`config.mk`:
```
export PLATFORM = sky130hd
export DESIGN_NAME = linear_volume_fade_ramp_unit
export DESIGN_NICKNAME = d
export VERILOG_FILES = /design/src/design/lvfr_pkg.sv /design/src/design/linear_volume_fade_ramp_unit.sv /design/src/design/lvfr_dp.sv /design/src/design/lvfr_ctrl.sv
export VERILOG_INCLUDE_DIRS = /design/src /design/src/design
export SDC_FILE = /design/constraint.sdc
export NUM_CORES = 1
export LEC_CHECK = 0
export ABC_AREA = 1
export BUFFER_PORTS_ARGS = -buffer_cell sky130_fd_sc_hd__buf_4
export CAP_MARGIN = 25
export CORE_ASPECT_RATIO = 1.4
export CORE_UTILIZATION = 60
export CTS_CLUSTER_SIZE = 24
export DETAILED_ROUTE_END_ITERATION = 7
export MAX_ROUTING_LAYER = met4
export PLACE_DENSITY = 0.78
export SLEW_MARGIN = 20
export SYNTH_ARGS = -nofsm -noshare
export SYNTH_HDL_FRONTEND = slang
export SYNTH_SLANG_ARGS = --single-unit
```
`constraint.sdc`:
```
create_clock -name i_clk -period 8.9 [get_ports i_clk]
set_input_delay 0.89 -clock i_clk [delete_from_list [all_inputs] [get_ports i_clk]]
set_output_delay 0.89 -clock i_clk [all_outputs]
set_load 0.03 [all_outputs]
```
`src/design/linear_volume_fade_ramp_unit_macros.svh`:
```
// Assertion macros used by the fade ramp controller.
`ifndef LINEAR_VOLUME_FADE_RAMP_UNIT_MACROS_SVH
`define LINEAR_VOLUME_FADE_RAMP_UNIT_MACROS_SVH

// Same-cycle implication, sampled on the rising clock edge outside reset.
`define LVFR_ASSERT_NOW(label, ante, cons, msg) \
    label: assert property (@(posedge i_clk) disable iff (!i_rst_n) \
        (ante) |-> (cons)) else $error(msg);

// Next-cycle implication, sampled on the rising clock edge outside reset.
`define LVFR_ASSERT_NEXT(label, ante, cons, msg) \
    label: assert property (@(posedge i_clk) disable iff (!i_rst_n) \
        (ante) |=> (cons)) else $error(msg);

`endif

```
`src/design/lvfr_pkg.sv`:
```
`timescale 1ns / 1ps

package lvfr_pkg;

    localparam int POS_W = 10;

    localparam logic [1:0] CMD_TICK     = 2'd0;
    localparam logic [1:0] CMD_FADE_OUT = 2'd1;
    localparam logic [1:0] CMD_FADE_IN  = 2'd2;

    localparam logic [POS_W-1:0] POS_FULL = 10'd1000;

    typedef struct packed {
        logic [1:0]  cmd;
        logic [23:0] length_ms;
        logic [15:0] delta_ms;
    } t_in_item;

    typedef struct packed {
        logic             volume_write;
        logic [15:0]      volume_value;
        logic             stop_request;
        logic [POS_W-1:0] fade_position;
        logic             fading_in_now;
        logic             fading_out_now;
    } t_out_item;

    typedef struct packed {
        logic accept;
        logic mul_pos;
        logic mul_go;
        logic div_init;
        logic div_step;
        logic cap_vol;
        logic cap_pos;
        logic out_load;
    } t_dp_cmd;

    typedef struct packed {
        logic need_div;
    } t_dp_stat;

endpackage

```
`src/design/linear_volume_fade_ramp_unit.sv`:
```
`timescale 1ns / 1ps
// Linear volume fade generator. Every input transfer yields exactly one output transfer.
// Input channel: i_in_valid / o_in_ready with i_in_item (cmd, length_ms, delta_ms).
// Output channel: o_out_valid / i_out_ready with o_out_item (volume write, value,
// stop request, fade position in thousandths, and the two fade flags).
// The target volume is written through i_cfg_we / i_cfg_wdata; the user must do so only
// while the block is idle, as the block itself does not enforce it. Start commands and
// ticks that end or do not advance a fade go from the decide state straight to emit.
// A mid-fade tick runs multiply, divider init, QB divide steps and capture twice, where
// QB is the larger of VOLUME_BITS and 10; one shared multiplier and one shared
// restoring divider, one quotient bit per cycle, compute volume and then position.
// One item is processed at a time; the input is ready in the cycle after the result loads.
// Reset clears the fades, the elapsed time and the target volume; the position reads
// 1000 and no output is valid. When the receiver stalls, the finished result waits in
// the output register and one more item may be taken and processed; it then waits
// until that register drains.
module linear_volume_fade_ramp_unit #(
    parameter int VOLUME_BITS = 16,
    parameter int TIME_BITS   = 24
) (
    input  logic                   i_clk,
    input  logic                   i_rst_n,
    input  logic                   i_cfg_we,
    input  logic [VOLUME_BITS-1:0] i_cfg_wdata,
    input  logic                   i_in_valid,
    output logic                   o_in_ready,
    input  lvfr_pkg::t_in_item     i_in_item,
    output logic                   o_out_valid,
    input  logic                   i_out_ready,
    output lvfr_pkg::t_out_item    o_out_item
);
    import lvfr_pkg::*;

    t_dp_cmd  dp_cmd;
    t_dp_stat dp_stat;

    lvfr_ctrl #(
        .VOLUME_BITS(VOLUME_BITS)
    ) u_ctrl (
        .i_clk      (i_clk),
        .i_rst_n    (i_rst_n),
        .i_in_valid (i_in_valid),
        .o_in_ready (o_in_ready),
        .i_out_ready(i_out_ready),
        .o_out_valid(o_out_valid),
        .i_stat     (dp_stat),
        .o_cmd      (dp_cmd)
    );

    lvfr_dp #(
        .VOLUME_BITS(VOLUME_BITS),
        .TIME_BITS  (TIME_BITS)
    ) u_dp (
        .i_clk      (i_clk),
        .i_rst_n    (i_rst_n),
        .i_cfg_we   (i_cfg_we),
        .i_cfg_wdata(i_cfg_wdata),
        .i_item     (i_in_item),
        .i_cmd      (dp_cmd),
        .o_stat     (dp_stat),
        .o_item     (o_out_item)
    );

endmodule

```
`src/design/lvfr_dp.sv`:
```
`timescale 1ns / 1ps

module lvfr_dp #(
    parameter int VOLUME_BITS = 16,
    parameter int TIME_BITS   = 24
) (
    input  logic                   i_clk,
    input  logic                   i_rst_n,
    input  logic                   i_cfg_we,
    input  logic [VOLUME_BITS-1:0] i_cfg_wdata,
    input  lvfr_pkg::t_in_item     i_item,
    input  lvfr_pkg::t_dp_cmd      i_cmd,
    output lvfr_pkg::t_dp_stat     o_stat,
    output lvfr_pkg::t_out_item    o_item
);
    import lvfr_pkg::*;

    localparam int QB = (VOLUME_BITS > POS_W) ? VOLUME_BITS : POS_W;
    localparam int PW = QB + TIME_BITS;

    logic [VOLUME_BITS-1:0] r_target;
    logic                   r_fade_in, n_fade_in;
    logic                   r_fade_out, n_fade_out;
    logic [TIME_BITS-1:0]   r_length, n_length;
    logic [TIME_BITS-1:0]   r_elapsed, n_elapsed;
    logic [POS_W-1:0]       r_pos, n_pos;
    logic                   r_need_div, n_need_div;
    logic                   r_wr, n_wr;
    logic                   r_stop, n_stop;
    logic [VOLUME_BITS-1:0] r_vol, n_vol;
    logic [PW-1:0]          r_prod;
    logic [TIME_BITS-1:0]   r_rem;
    logic [QB-1:0]          r_qbits;
    t_out_item              r_out;

    logic [TIME_BITS:0]     sum;
    logic [TIME_BITS-1:0]   sat;
    logic [QB-1:0]          mul_a;
    logic [TIME_BITS:0]     trial;
    logic [TIME_BITS:0]     diff;
    logic                   ge;

    assign sum   = {1'b0, r_elapsed} + (TIME_BITS + 1)'(i_item.delta_ms);
    assign sat   = sum[TIME_BITS] ? '1 : sum[TIME_BITS-1:0];
    assign mul_a = i_cmd.mul_pos ? QB'(POS_FULL) : QB'(r_target);
    assign trial = {r_rem, r_qbits[QB-1]};
    assign diff  = trial - {1'b0, r_length};
    assign ge    = trial >= {1'b0, r_length};

    always_comb begin
        n_fade_in  = r_fade_in;
        n_fade_out = r_fade_out;
        n_length   = r_length;
        n_elapsed  = r_elapsed;
        n_pos      = r_pos;
        n_need_div = r_need_div;
        n_wr       = r_wr;
        n_stop     = r_stop;
        n_vol      = r_vol;
        if (i_cmd.accept) begin
            n_wr       = 1'b0;
            n_vol      = '0;
            n_stop     = 1'b0;
            n_need_div = 1'b0;
            case (i_item.cmd)
                CMD_FADE_OUT, CMD_FADE_IN: begin
                    n_fade_out = (i_item.cmd == CMD_FADE_OUT);
                    n_fade_in  = (i_item.cmd == CMD_FADE_IN);
                    n_length   = TIME_BITS'(i_item.length_ms);
                    n_elapsed  = '0;
                    n_wr       = (i_item.cmd == CMD_FADE_IN);
                    n_pos      = (TIME_BITS'(i_item.length_ms) == '0) ? POS_FULL : '0;
                end
                CMD_TICK: begin
                    if (r_fade_in || r_fade_out) begin
                        n_elapsed = sat;
                        if (sat >= r_length) begin
                            n_stop     = r_fade_out;
                            n_wr       = r_fade_in;
                            n_vol      = r_fade_in ? r_target : '0;
                            n_fade_in  = 1'b0;
                            n_fade_out = 1'b0;
                            n_pos      = POS_FULL;
                        end else begin
                            n_wr       = 1'b1;
                            n_need_div = 1'b1;
                        end
                    end
                end
                default: begin
                end
            endcase
        end
        if (i_cmd.cap_vol) begin
            n_vol = r_fade_out ? (r_target - VOLUME_BITS'(r_qbits)) : VOLUME_BITS'(r_qbits);
        end
        if (i_cmd.cap_pos) begin
            n_pos = POS_W'(r_qbits);
        end
    end

    always_ff @(posedge i_clk) begin
        if (!i_rst_n) begin
            r_target   <= '0;
            r_fade_in  <= 1'b0;
            r_fade_out <= 1'b0;
            r_length   <= '0;
            r_elapsed  <= '0;
            r_pos      <= POS_FULL;
            r_need_div <= 1'b0;
        end else begin
            if (i_cfg_we) begin
                r_target <= i_cfg_wdata;
            end
            r_fade_in  <= n_fade_in;
            r_fade_out <= n_fade_out;
            r_length   <= n_length;
            r_elapsed  <= n_elapsed;
            r_pos      <= n_pos;
            r_need_div <= n_need_div;
        end
    end

    always_ff @(posedge i_clk) begin
        r_wr   <= n_wr;
        r_stop <= n_stop;
        r_vol  <= n_vol;
        if (i_cmd.mul_go) begin
            r_prod <= {TIME_BITS'(0), mul_a} * {QB'(0), r_elapsed};
        end
        if (i_cmd.div_init) begin
            r_rem   <= r_prod[PW-1:QB];
            r_qbits <= r_prod[QB-1:0];
        end else if (i_cmd.div_step) begin
            r_rem   <= ge ? diff[TIME_BITS-1:0] : trial[TIME_BITS-1:0];
            r_qbits <= {r_qbits[QB-2:0], ge};
        end
        if (i_cmd.out_load) begin
            r_out.volume_write   <= r_wr;
            r_out.volume_value   <= 16'(r_vol);
            r_out.stop_request   <= r_stop;
            r_out.fade_position  <= r_pos;
            r_out.fading_in_now  <= r_fade_in;
            r_out.fading_out_now <= r_fade_out;
        end
    end

    assign o_stat.need_div = r_need_div;
    assign o_item          = r_out;

endmodule

```
`src/design/lvfr_ctrl.sv`:
```
`timescale 1ns / 1ps
`include "linear_volume_fade_ramp_unit_macros.svh"

module lvfr_ctrl #(
    parameter int VOLUME_BITS = 16
) (
    input  logic               i_clk,
    input  logic               i_rst_n,
    input  logic               i_in_valid,
    output logic               o_in_ready,
    input  logic               i_out_ready,
    output logic               o_out_valid,
    input  lvfr_pkg::t_dp_stat i_stat,
    output lvfr_pkg::t_dp_cmd  o_cmd
);
    import lvfr_pkg::*;

    localparam int QB    = (VOLUME_BITS > POS_W) ? VOLUME_BITS : POS_W;
    localparam int CNT_W = $clog2(QB + 1);

    localparam logic [2:0] S_IDLE   = 3'd0;
    localparam logic [2:0] S_DECIDE = 3'd1;
    localparam logic [2:0] S_MUL    = 3'd2;
    localparam logic [2:0] S_DINIT  = 3'd3;
    localparam logic [2:0] S_DIV    = 3'd4;
    localparam logic [2:0] S_CAP    = 3'd5;
    localparam logic [2:0] S_EMIT   = 3'd6;

    logic [2:0]       r_state, n_state;
    logic [CNT_W-1:0] r_cnt, n_cnt;
    logic             r_pass, n_pass;
    logic             r_out_valid, n_out_valid;
    logic             out_free;

    assign out_free   = !r_out_valid || i_out_ready;
    assign o_in_ready = (r_state == S_IDLE);

    always_comb begin
        n_state = r_state;
        n_cnt   = r_cnt;
        n_pass  = r_pass;
        o_cmd   = '0;
        case (r_state)
            S_IDLE: begin
                if (i_in_valid) begin
                    o_cmd.accept = 1'b1;
                    n_state      = S_DECIDE;
                end
            end
            S_DECIDE: begin
                n_pass  = 1'b0;
                n_state = i_stat.need_div ? S_MUL : S_EMIT;
            end
            S_MUL: begin
                o_cmd.mul_go  = 1'b1;
                o_cmd.mul_pos = r_pass;
                n_state       = S_DINIT;
            end
            S_DINIT: begin
                o_cmd.div_init = 1'b1;
                n_cnt          = '0;
                n_state        = S_DIV;
            end
            S_DIV: begin
                o_cmd.div_step = 1'b1;
                n_cnt          = r_cnt + 1'b1;
                if (r_cnt == CNT_W'(QB - 1)) begin
                    n_state = S_CAP;
                end
            end
            S_CAP: begin
                if (!r_pass) begin
                    o_cmd.cap_vol = 1'b1;
                    n_pass        = 1'b1;
                    n_state       = S_MUL;
                end else begin
                    o_cmd.cap_pos = 1'b1;
                    n_state       = S_EMIT;
                end
            end
            S_EMIT: begin
                if (out_free) begin
                    o_cmd.out_load = 1'b1;
                    n_state        = S_IDLE;
                end
            end
            default: begin
                n_state = S_IDLE;
            end
        endcase
    end

    always_comb begin
        n_out_valid = r_out_valid;
        if (o_cmd.out_load) begin
            n_out_valid = 1'b1;
        end else if (r_out_valid && i_out_ready) begin
            n_out_valid = 1'b0;
        end
    end

    always_ff @(posedge i_clk) begin
        if (!i_rst_n) begin
            r_state     <= S_IDLE;
            r_cnt       <= '0;
            r_pass      <= 1'b0;
            r_out_valid <= 1'b0;
        end else begin
            r_state     <= n_state;
            r_cnt       <= n_cnt;
            r_pass      <= n_pass;
            r_out_valid <= n_out_valid;
        end
    end

    assign o_out_valid = r_out_valid;

    `LVFR_ASSERT_NOW(a_no_overwrite, o_cmd.out_load, !r_out_valid || i_out_ready, "result overwritten before transfer")
    `LVFR_ASSERT_NEXT(a_accept_decide, i_in_valid && o_in_ready, r_state == S_DECIDE, "accept did not start work")
    `LVFR_ASSERT_NOW(a_cnt_range, r_state == S_DIV, r_cnt < CNT_W'(QB), "divider count overrun")

endmodule

```
# Word-level counts from Yosys, hierarchy flattened
# Cells that the tools add are included.
# op_classes
n_lt_le_gt_ge,2
reduce_logical,22
n_mux,52
add_sub_neg,4
n_mul,1
eq_ne,16
# ops
operator,count
2-to-1 mux 16 bit,10
2-to-1 mux 24 bit,5
2-to-1 mux 10 bit,5
case mux 24 bit (2 select lines),1
multiplier 16 x 24 -> 40 bit,1
adder 24 x 16 -> 25 bit,1
greater-or-equal comparator 25 x 24 -> 1 bit,1
greater-or-equal comparator 24 bit,1
zero test 24 bit,1
subtractor 24 bit,1
case mux 3 bit (7 select lines),1
case mux 10 bit (2 select lines),1
2-to-1 mux 1 bit,17
subtractor 16 bit,1
2-to-1 mux 3 bit,5
nonzero test 2 bit,7
case mux 5 bit (2 select lines),1
== test 3 bit (second input constant),3
AND reduction 3 bit,3
inequality test 2 x 1 -> 1 bit (second input constant),4
case mux 1 bit (2 select lines),4
AND reduction 4 bit,2
== test 3 x 2 -> 1 bit (second input constant),2
inequality test 3 x 2 -> 1 bit (second input constant),2
15 further kinds,17
# word_totals
output_inout_bits,32
elab_cells,120
in_bits,63
regBits,215

# Longest topological paths before layout
# Gate-level depths: netlist of run 1.
# logic_depth
ltp_word,8
ltp_mapped,32
ltp_nobuf,31

# Hierarchy
# A second synthesis of run 1 with hierarchy kept.
# unflattened
hier_cells,3313
hier_area_um2,25445.7
# by_module_without_submodules
module,area_per_inst_um2,seq_area_each_um2,instances,cells_per_inst
lvfr_dp,24881.4,5385.2,1,3231
lvfr_ctrl,564.3,200.2,1,82

# Least setup slack after synthesis of run 1
# Ideal clock, no wire load.
# synth_timing
kind,register to register
start,register u_ctrl.r_state[2]
end,"register u_dp.r_prod[38], data pin"
arrival_time_ns,7.641
setup_time_ns,0.252
setup_slack_ns,1.007
n_path_buf,1
period_less_slack_ns,7.893
t_required_ns,8.648
path_stages_with_launch,29
path_cell_list,dfxtp_1 -> inv_2 -> nand2_1 -> nor2_1 -> inv_1 -> nor2_4 -> inv_2 -> nand2_1 -> buf_2 -> nor2_1 -> fa_1 -> inv_1 -> fa_1 -> fa_1 -> fa_1 -> inv_1 -> fa_1 -> inv_1 -> fa_1 -> inv_1 -> ha_1 -> nand2_1 -> nor2_1 -> nor3b_1 -> nand3_1 -> nand3_1 -> nand4_1 -> nand3_1 -> nand2_1
# synth_via
elab_chain_len,4
# synth_lines
item,line_no,rtl
from (decl),lvfr_ctrl.sv:29,"logic [2:0] r_state, n_state;"
from (signal assigned),lvfr_ctrl.sv:109,r_state <= n_state;
== test 3 x 2 -> 1 bit,lvfr_ctrl.sv:43,case (r_state)
2-to-1 mux 2 bit,lvfr_ctrl.sv:43,
2-to-1 mux 16 bit,lvfr_dp.sv:45,assign mul_a = i_cmd.mul_pos ? QB'(POS_FULL) : QB'(r_target);
multiplier 16 x 24 -> 40 bit,lvfr_dp.sv:129,"r_prod <= {TIME_BITS'(0), mul_a} * {QB'(0), r_elapsed};"
to (signal assigned),lvfr_dp.sv:129,
to (decl),lvfr_dp.sv:31,logic [PW-1:0] r_prod;
# Every way passes these cells.
# A chain may end at the register's enable or synchronous reset.

# Worst setup path in the final report of run 1
# layout_timing
start,register u_ctrl.r_state[2]
end,"register u_dp.r_prod[33], data pin"
# The elaborated chain is that of the path after synthesis.

==> results of run 1 <==
## worst max-delay path: stages, from the launching register on
cell     delay, ns
dfxtp_1       0.33
inv_2         0.12
nand2_1       0.17
nor2_4        0.13
inv_1         0.09
nor2_4        0.31
nor2_1        0.14
inv_1         0.65
nand2_1       0.20
fa_1          0.58
inv_1         0.05
fa_1          0.48
fa_1          0.60
fa_1          0.48
fa_1          0.53
inv_1         0.06
fa_1          0.55
inv_1         0.06
ha_1          0.36
nand2_1       0.13
nor2_1        0.21
nand2_1       0.07
o21ai_0       0.46
nand3_1       0.15
nand2_1       0.11
xor2_1        0.06
## cell type report
| class | count | area (um^2) |
|---|---|---|
| inverter | 642 | 2410 |
| multi-input combinational | 2363 | 16940 |
| clock buffer | 25 | 568.0 |
| fill | 3580 | 14190 |
| clock inverter | 15 | 145.1 |
| timing repair buffer | 126 | 989.7 |
| tap | 540 | 675.6 |
| sequential | 215 | 5585 |
## layer usage
layer,global-route usage,vias to the layer above,part of all wire
li1,-,10370,-
met5,-,-,0
met3,0.05025,467,0.081
met1,0.4615,11100,0.34
met2,0.6909,1443,0.48
met4,0.3284,0,0.095
## logic make-up (layout without fill, tap and decap cells)
kind of cell	count (synthesis)	count (layout)	share of synthesized area
buffers and inverters	743	808	0.1131
AOI/OAI and AO/OA	353	353	0.07417
adders and majority gates	506	506	0.3409
and+or+nand+nor	1448	1448	0.2324
DFF	215	215	0.2201
xor gates and xnor gates	56	56	0.01933
## through the flow
step	hold WS, ns	setup slack, ns	util	instance area (um^2)
6_report	0.4223	1.504	0.6581	27320
5_1_grt	0.4302	1.245	0.6581	27320
4_1_cts	0.4212	1.675	0.6566	27260
3_5_place_dp	0.4045	1.760	0.6395	26540
3_3_place_gp	0.4008	1.882	0.6391	26530
2_1_floorplan	0.4003	1.007	-	25370
## registers in the layout, indices dropped and copies added, names as in the netlist, 3 cells and up
name / flops
u_dp.r_prod: 40
u_dp.o_item: 30
u_dp.r_elapsed: 24
u_dp.r_length: 24
u_dp.r_rem: 24
u_dp.r_qbits: 16
u_dp.r_target: 16
u_dp.r_vol: 16
u_dp.r_pos: 10
u_ctrl.r_cnt: 5
u_ctrl.r_state: 3
## Yosys cell counts, drive strengths merged
cell | count | area share
nand2 | 875 | 0.13
inv | 635 | 0.094
nor2 | 356 | 0.054
fa | 309 | 0.24
ha | 197 | 0.097
a21oi | 185 | 0.037
edfxtp | 128 | 0.15
o21ai | 127 | 0.025
nand3 | 121 | 0.025
dfxtp | 87 | 0.069
clkbuf | 55 | 0.0082
nand4 | 53 | 0.013
buf | 46 | 0.0099
xor2 | 37 | 0.013
nor3 | 21 | 0.0041
xnor2 | 19 | 0.0066
o21bai | 9 | 0.0027
a21o | 7 | 0.0021
clkinv | 7 | 0.0010
nand3b | 7 | 0.0021
nor4 | 6 | 0.0020
o21a | 5 | 0.0015
a21boi | 4 | 0.0012
a31oi | 4 | 0.00099
o22ai | 4 | 0.00099
nor3b | 3 | 0.00089
o211ai | 3 | 0.0014
o311ai | 3 | 0.0010
or2 | 3 | 0.00074
and2 | 2 | 0.00049
a211oi | 1 | 0.00030
a221oi | 1 | 0.00035
and3 | 1 | 0.00025
## final timing paths
path                                   from                         to  slack, ns  cells after the start
max          u_ctrl.r_state[2]$_SDFFE_PN0P_  u_dp.r_prod[33]$_DFFE_PN_       1.50                     25
min                u_dp.r_vol[14]$_DFFE_PP_  u_dp.o_item[27]$_DFFE_PP_       0.42                      0
max reg2reg  u_ctrl.r_state[2]$_SDFFE_PN0P_  u_dp.r_prod[33]$_DFFE_PN_       1.50                     25
min reg2reg        u_dp.r_vol[14]$_DFFE_PP_  u_dp.o_item[27]$_DFFE_PP_       0.42                      0
## power groups by stage
stage	Combinational [uW]	Clock [uW]	Sequential, uW
after global routing	2210	967	1490
final	2000	937	1480
after floorplan	1380	0	1440
after detailed placement	1940	0	1490
after global placement	1880	0	1480
after CTS	1960	934	1470
==> run_results.csv, run 1 <==
group,metric,value,unit
detailed_routing,wl_per_cell,22.18,um
critical_path,crit_type,"reg2reg",
global_routing,grt_pass1_vias,23630,
yosys,avgSynthCellArea,7.640,um^2
clocking,clkTransAtPathRegs,0.07,ns
critical_path,crit_arrival,7.66,ns
global_routing,grt_usage,0.4195,
power,p_int,2478,uW
critical_path,critPathMaxFanout,22,
die,rows,88,
timing,period_minus_slack,7.396,ns
min_path,min_path_type,"reg2reg",
detailed_routing,ant_nets,0,
power,max-vdd-ir-drop,142.0,uV
power,power_density,161.6,nW/um^2
timing,min_period_over_period,0.8310,
critical_path,cp.required,9.16,ns
detailed_routing,wirelength,87.08,mm
die,pin_count,95,
global_routing,grt_pass1_wl,131.2,mm
finish,area_growth,7.658,%
global_routing,grt-ovfl-total,0,
clocking,clk_latency,0.56,ns
power,p_total,4415,uW
clocking,cts.repair.resized,0,
clocking,htree_num_levels,1,
place,portBuffers,94,
finish,layout_commonest_cell,"nand2_1",
yosys,postSynthCellCount,3321,
finish,stdcell_count,3926,
timing,rsz0062_at_grt,"false",
global_routing,antenna_found_initial,0,
clocking,clockBufferDepth,3,
die,core,41510,um^2
critical_path,setup.worst_path.end_class,"register",
power,power_frac_seq,0.335,
power,pwr-share-comb,0.453,
clocking,cts_buffers,22,
place,routabilityCongestion,1.128,
power,p_leak,0.01323,uW
yosys,yosysWarnings,0,
detailed_routing,viasPerCell,5.954,
yosys,yosysSeqAreaShare,0.2201,
timing,setup_tns,0,ns
finish,drive_gt1_frac,0.05907,
finish,final_cell_mix,"nand2_1 (868), inv_1 (626), nor2_1 (348)",
power,switching_share,0.4388,
global_routing,grt_max_degree,56,
outcome,status,"completed",
clocking,root_buffer,"clkbuf_16",
detailed_routing,num_vias,23380,
yosys,synth_nets,3890,
clocking,clock_sinks,215,
power,clkPwrFrac,0.212,
place,placedCellCount,3883,
place,dp_hpwl,70.25,mm
clocking,cts_tree,"yes",
yosys,ys_ff_latch,215,
timing,slew-limit-headroom,0.3451,
timing,hold_viol,0,
timing,finalSetupViolations,0,
detailed_routing,drc,0,
detailed_routing,drt_pass1_iterations,8,
die,start_util,0.6113,
yosys,netlist_area,25370,um^2
die,die_x,175.8,um
clocking,ctsHoldBuffers,0,
timing,drv_slew,0,
job,max-cap-violations,0,
detailed_routing,drt_iter0_markers,2375,
yosys,ys_types,48,
timing,fin_skew,0.04141,ns
finish,nets,3939,
clocking,cts_setup_buffers,0,
power,netSwitchingPower,1937,uW
timing,worstMarginPinSlew,0.9809,ns
timing,max_clock_freq,135.2,MHz
critical_path,start_kind,"register",
die,dieArea,43130,um^2
finish,diodes,0,
die,die_y,245.3,um
No activity file was read; power rests on OpenSTA's default activity.
==> inputs of run 2 (changes only) <==
Settings changed: CORE_UTILIZATION 60 to 59, PLACE_DENSITY 0.78 to 0.8.
Clock period 8.9 ns to 6.7 ns, I/O delays scaled along.
==> run_results.csv, run 2 (same netlist as run 1, synthesis figures left out) <==
group,metric,value,unit
outcome,status,"complete, but fails checks",
outcome,violations,"design-rule violations",
critical_path,critPathMaxFanout,11,
clocking,htree_num_levels,1,
detailed_routing,drt_pass1_iterations,8,
critical_path,setup.worst_path.end_class,"register",
finish,largest_register_ffs,40,
detailed_routing,wirelength,85.68,mm
global_routing,grt_pass1_wl,130.4,mm
timing,setup_tns,0,ns
finish,fillCellCount,3620,
global_routing,grt_max_degree,56,
critical_path,critPathTopFamily,"adder cells",
finish,area_growth,11.45,%
place,portBuffers,94,
critical_path,cp.required,6.98,ns
clocking,clock_sinks,215,
timing,fin_skew,0.01920,ns
die,die_x,177.3,um
global_routing,grt_usage,0.4088,
power,power_density,214.9,nW/um^2
job,max-cap-violations,0,
min_path,min_from,"i_cfg_wdata[5]",
clocking,clockBufferDepth,3,
critical_path,regToRegSetupSlack,0.07,ns
critical_path,crit_type,"reg2reg",
timing,min_period_over_period,0.9888,
critical_path,start_kind,"register",
min_path,min_to,"u_dp.r_target[5]$_SDFFE_PN0P_",
timing,hold_viol,0,
timing,slew-limit-headroom,0.3406,
die,start_util,0.5996,
finish,diodes,0,
finish,final_cell_mix,"nand2_1 (864), inv_1 (620), nor2_1 (340)",
global_routing,grt_pass1_vias,24120,
die,dieArea,43850,um^2
detailed_routing,num_vias,23460,
timing,finalSetupViolations,0,
clocking,cts_buffers,23,
detailed_routing,ant_nets,0,
finish,nets,4019,
critical_path,cpPeakStageDelay,0.58,ns
clocking,root_buffer,"clkbuf_16",
die,pin_count,95,
critical_path,crit_slowest_cell,"fa_1",
place,routabilityCongestion,1.077,
finish,stdcell_count,4013,
detailed_routing,viasPerCell,5.847,
critical_path,rr_worst_depth,28,
finish,layout_commonest_cell,"nand2_1",
finish,drive_gt1_frac,0.09172,
timing,whs,0.3640,ns
global_routing,grt-ovfl-total,0,
clocking,clk_latency,0.54,ns
critical_path,r2r_start,"u_ctrl.r_state[2]$_SDFFE_PN0P_",
critical_path,crit_top_cell,"fa_1",
critical_path,crit_arrival,6.90,ns
critical_path,cp_num_buf_inv,8,
min_path,hold_depth,3,
die,die_y,247.4,um
min_path,min_path_type,"in2reg",
critical_path,rr_endpoint,"u_dp.r_prod[39]$_DFFE_PN_",
place,dp_hpwl,70.04,mm
detailed_routing,wl_per_cell,21.35,um
clocking,clkTransAtPathRegs,0.07,ns
finish,regMostFlops,"u_dp.r_prod",
clocking,cts_tree,"yes",
global_routing,antenna_found_initial,0,
power,p_leak,0.01374,uW
power,p_total,6077,uW
timing,max_clock_freq,150.9,MHz
place,placedCellCount,3967,
power,max-vdd-ir-drop,207.5,uV
detailed_routing,drc,3,
detailed_routing,drt_iter0_markers,2095,
timing,period_minus_slack,6.625,ns
clocking,ctsHoldBuffers,0,
die,core,42320,um^2
timing,worstMarginPinSlew,0.9881,ns
die,rows,89,
timing,drv_slew,0,
==> run 2: cell count changes in the layout (fill, tap and decap cells not counted), sizes merged <==
cell / delta
buf: +78
bufinv: +2
clkbuf: +5
clkinv: -1
clkinvlp: -4
nor2: +1
==> run 2: final cells by class <==
cell class              instances  area (um^2)  share of cell area
clock buffers                  30        664.4             0.02349
clock inverters                12        172.7            0.006106
inverters                     642         2425             0.08575
multi-input cells            2364        17090              0.6043
flip-flops and latches        215         5587              0.1976
well taps                     546        683.2             0.02416
repair buffers                204         1659             0.05867
==> run 2: worst min-delay path, delay by kind of cell <==
| family | cells | cell delay, ns |
|---|---|---|
| buf+inv | 1 | 0.08 |
| simple gates | 2 | 0.11 |
==> run 2: layer usage <==
| metal | vias to the layer above | track usage | part of all wire |
|---|---|---|---|
| met4 | 0 | 0.3132 | 0.093 |
| met1 | 11160 | 0.4482 | 0.35 |
| met2 | 1326 | 0.6800 | 0.48 |
| met3 | 444 | 0.04580 | 0.078 |
| li1 | 10540 | - | - |
| met5 | - | - | 0 |
==> run 2: report_power, final <==
part	total, uW	internal [uW]	leakage (uW)	switching (uW)
clock network	1400	828	0.000413	573
logic	2740	877	0.0114	1870
registers	1930	1790	0.00190	145
==> run 2: timing repair <==
action / CTS / global route
resized for setup: 16 / 44
setup endpoints to repair: 13 / 24
gates cloned: 1 / 0
setup buffers: 0 / 1
pin swaps: 1 / 2
hold endpoints to repair: 0 / 0
==> run 2: worst max path at each step <==
| stage | endpoint | from | slack, ns | depth (start not counted) |
|---|---|---|---|---|
| 2_1_floorplan | u_dp.r_prod[38]$_DFFE_PN_ | u_ctrl.r_state[2]$_SDFFE_PN0P_ | 0.04 | 28 |
| 5_1_grt | u_dp.r_prod[36]$_DFFE_PN_ | u_ctrl.r_state[2]$_SDFFE_PN0P_ | -0.07 | 29 |
| 4_1_cts | u_dp.r_prod[38]$_DFFE_PN_ | u_ctrl.r_state[2]$_SDFFE_PN0P_ | 0.01 | 29 |
| 3_5_place_dp | u_dp.r_prod[32]$_DFFE_PN_ | u_ctrl.r_state[1]$_SDFFE_PN0P_ | -0.13 | 26 |
| 3_3_place_gp | u_dp.r_prod[32]$_DFFE_PN_ | u_ctrl.r_state[2]$_SDFFE_PN0P_ | -0.08 | 28 |
| 6_report | u_dp.r_prod[39]$_DFFE_PN_ | u_ctrl.r_state[2]$_SDFFE_PN0P_ | 0.07 | 28 |
==> run 2: stage by stage <==
stage	instance area [um^2]	utilization	worst slack [ns]
3_5_place_dp	27220	0.6434	-0.1253
3_3_place_gp	27200	0.6427	-0.08411
4_1_cts	28090	0.6639	0.01032
2_1_floorplan	25380	-	0.04322
5_1_grt	28280	0.6683	-0.06689
6_report	28280	0.6683	0.07493
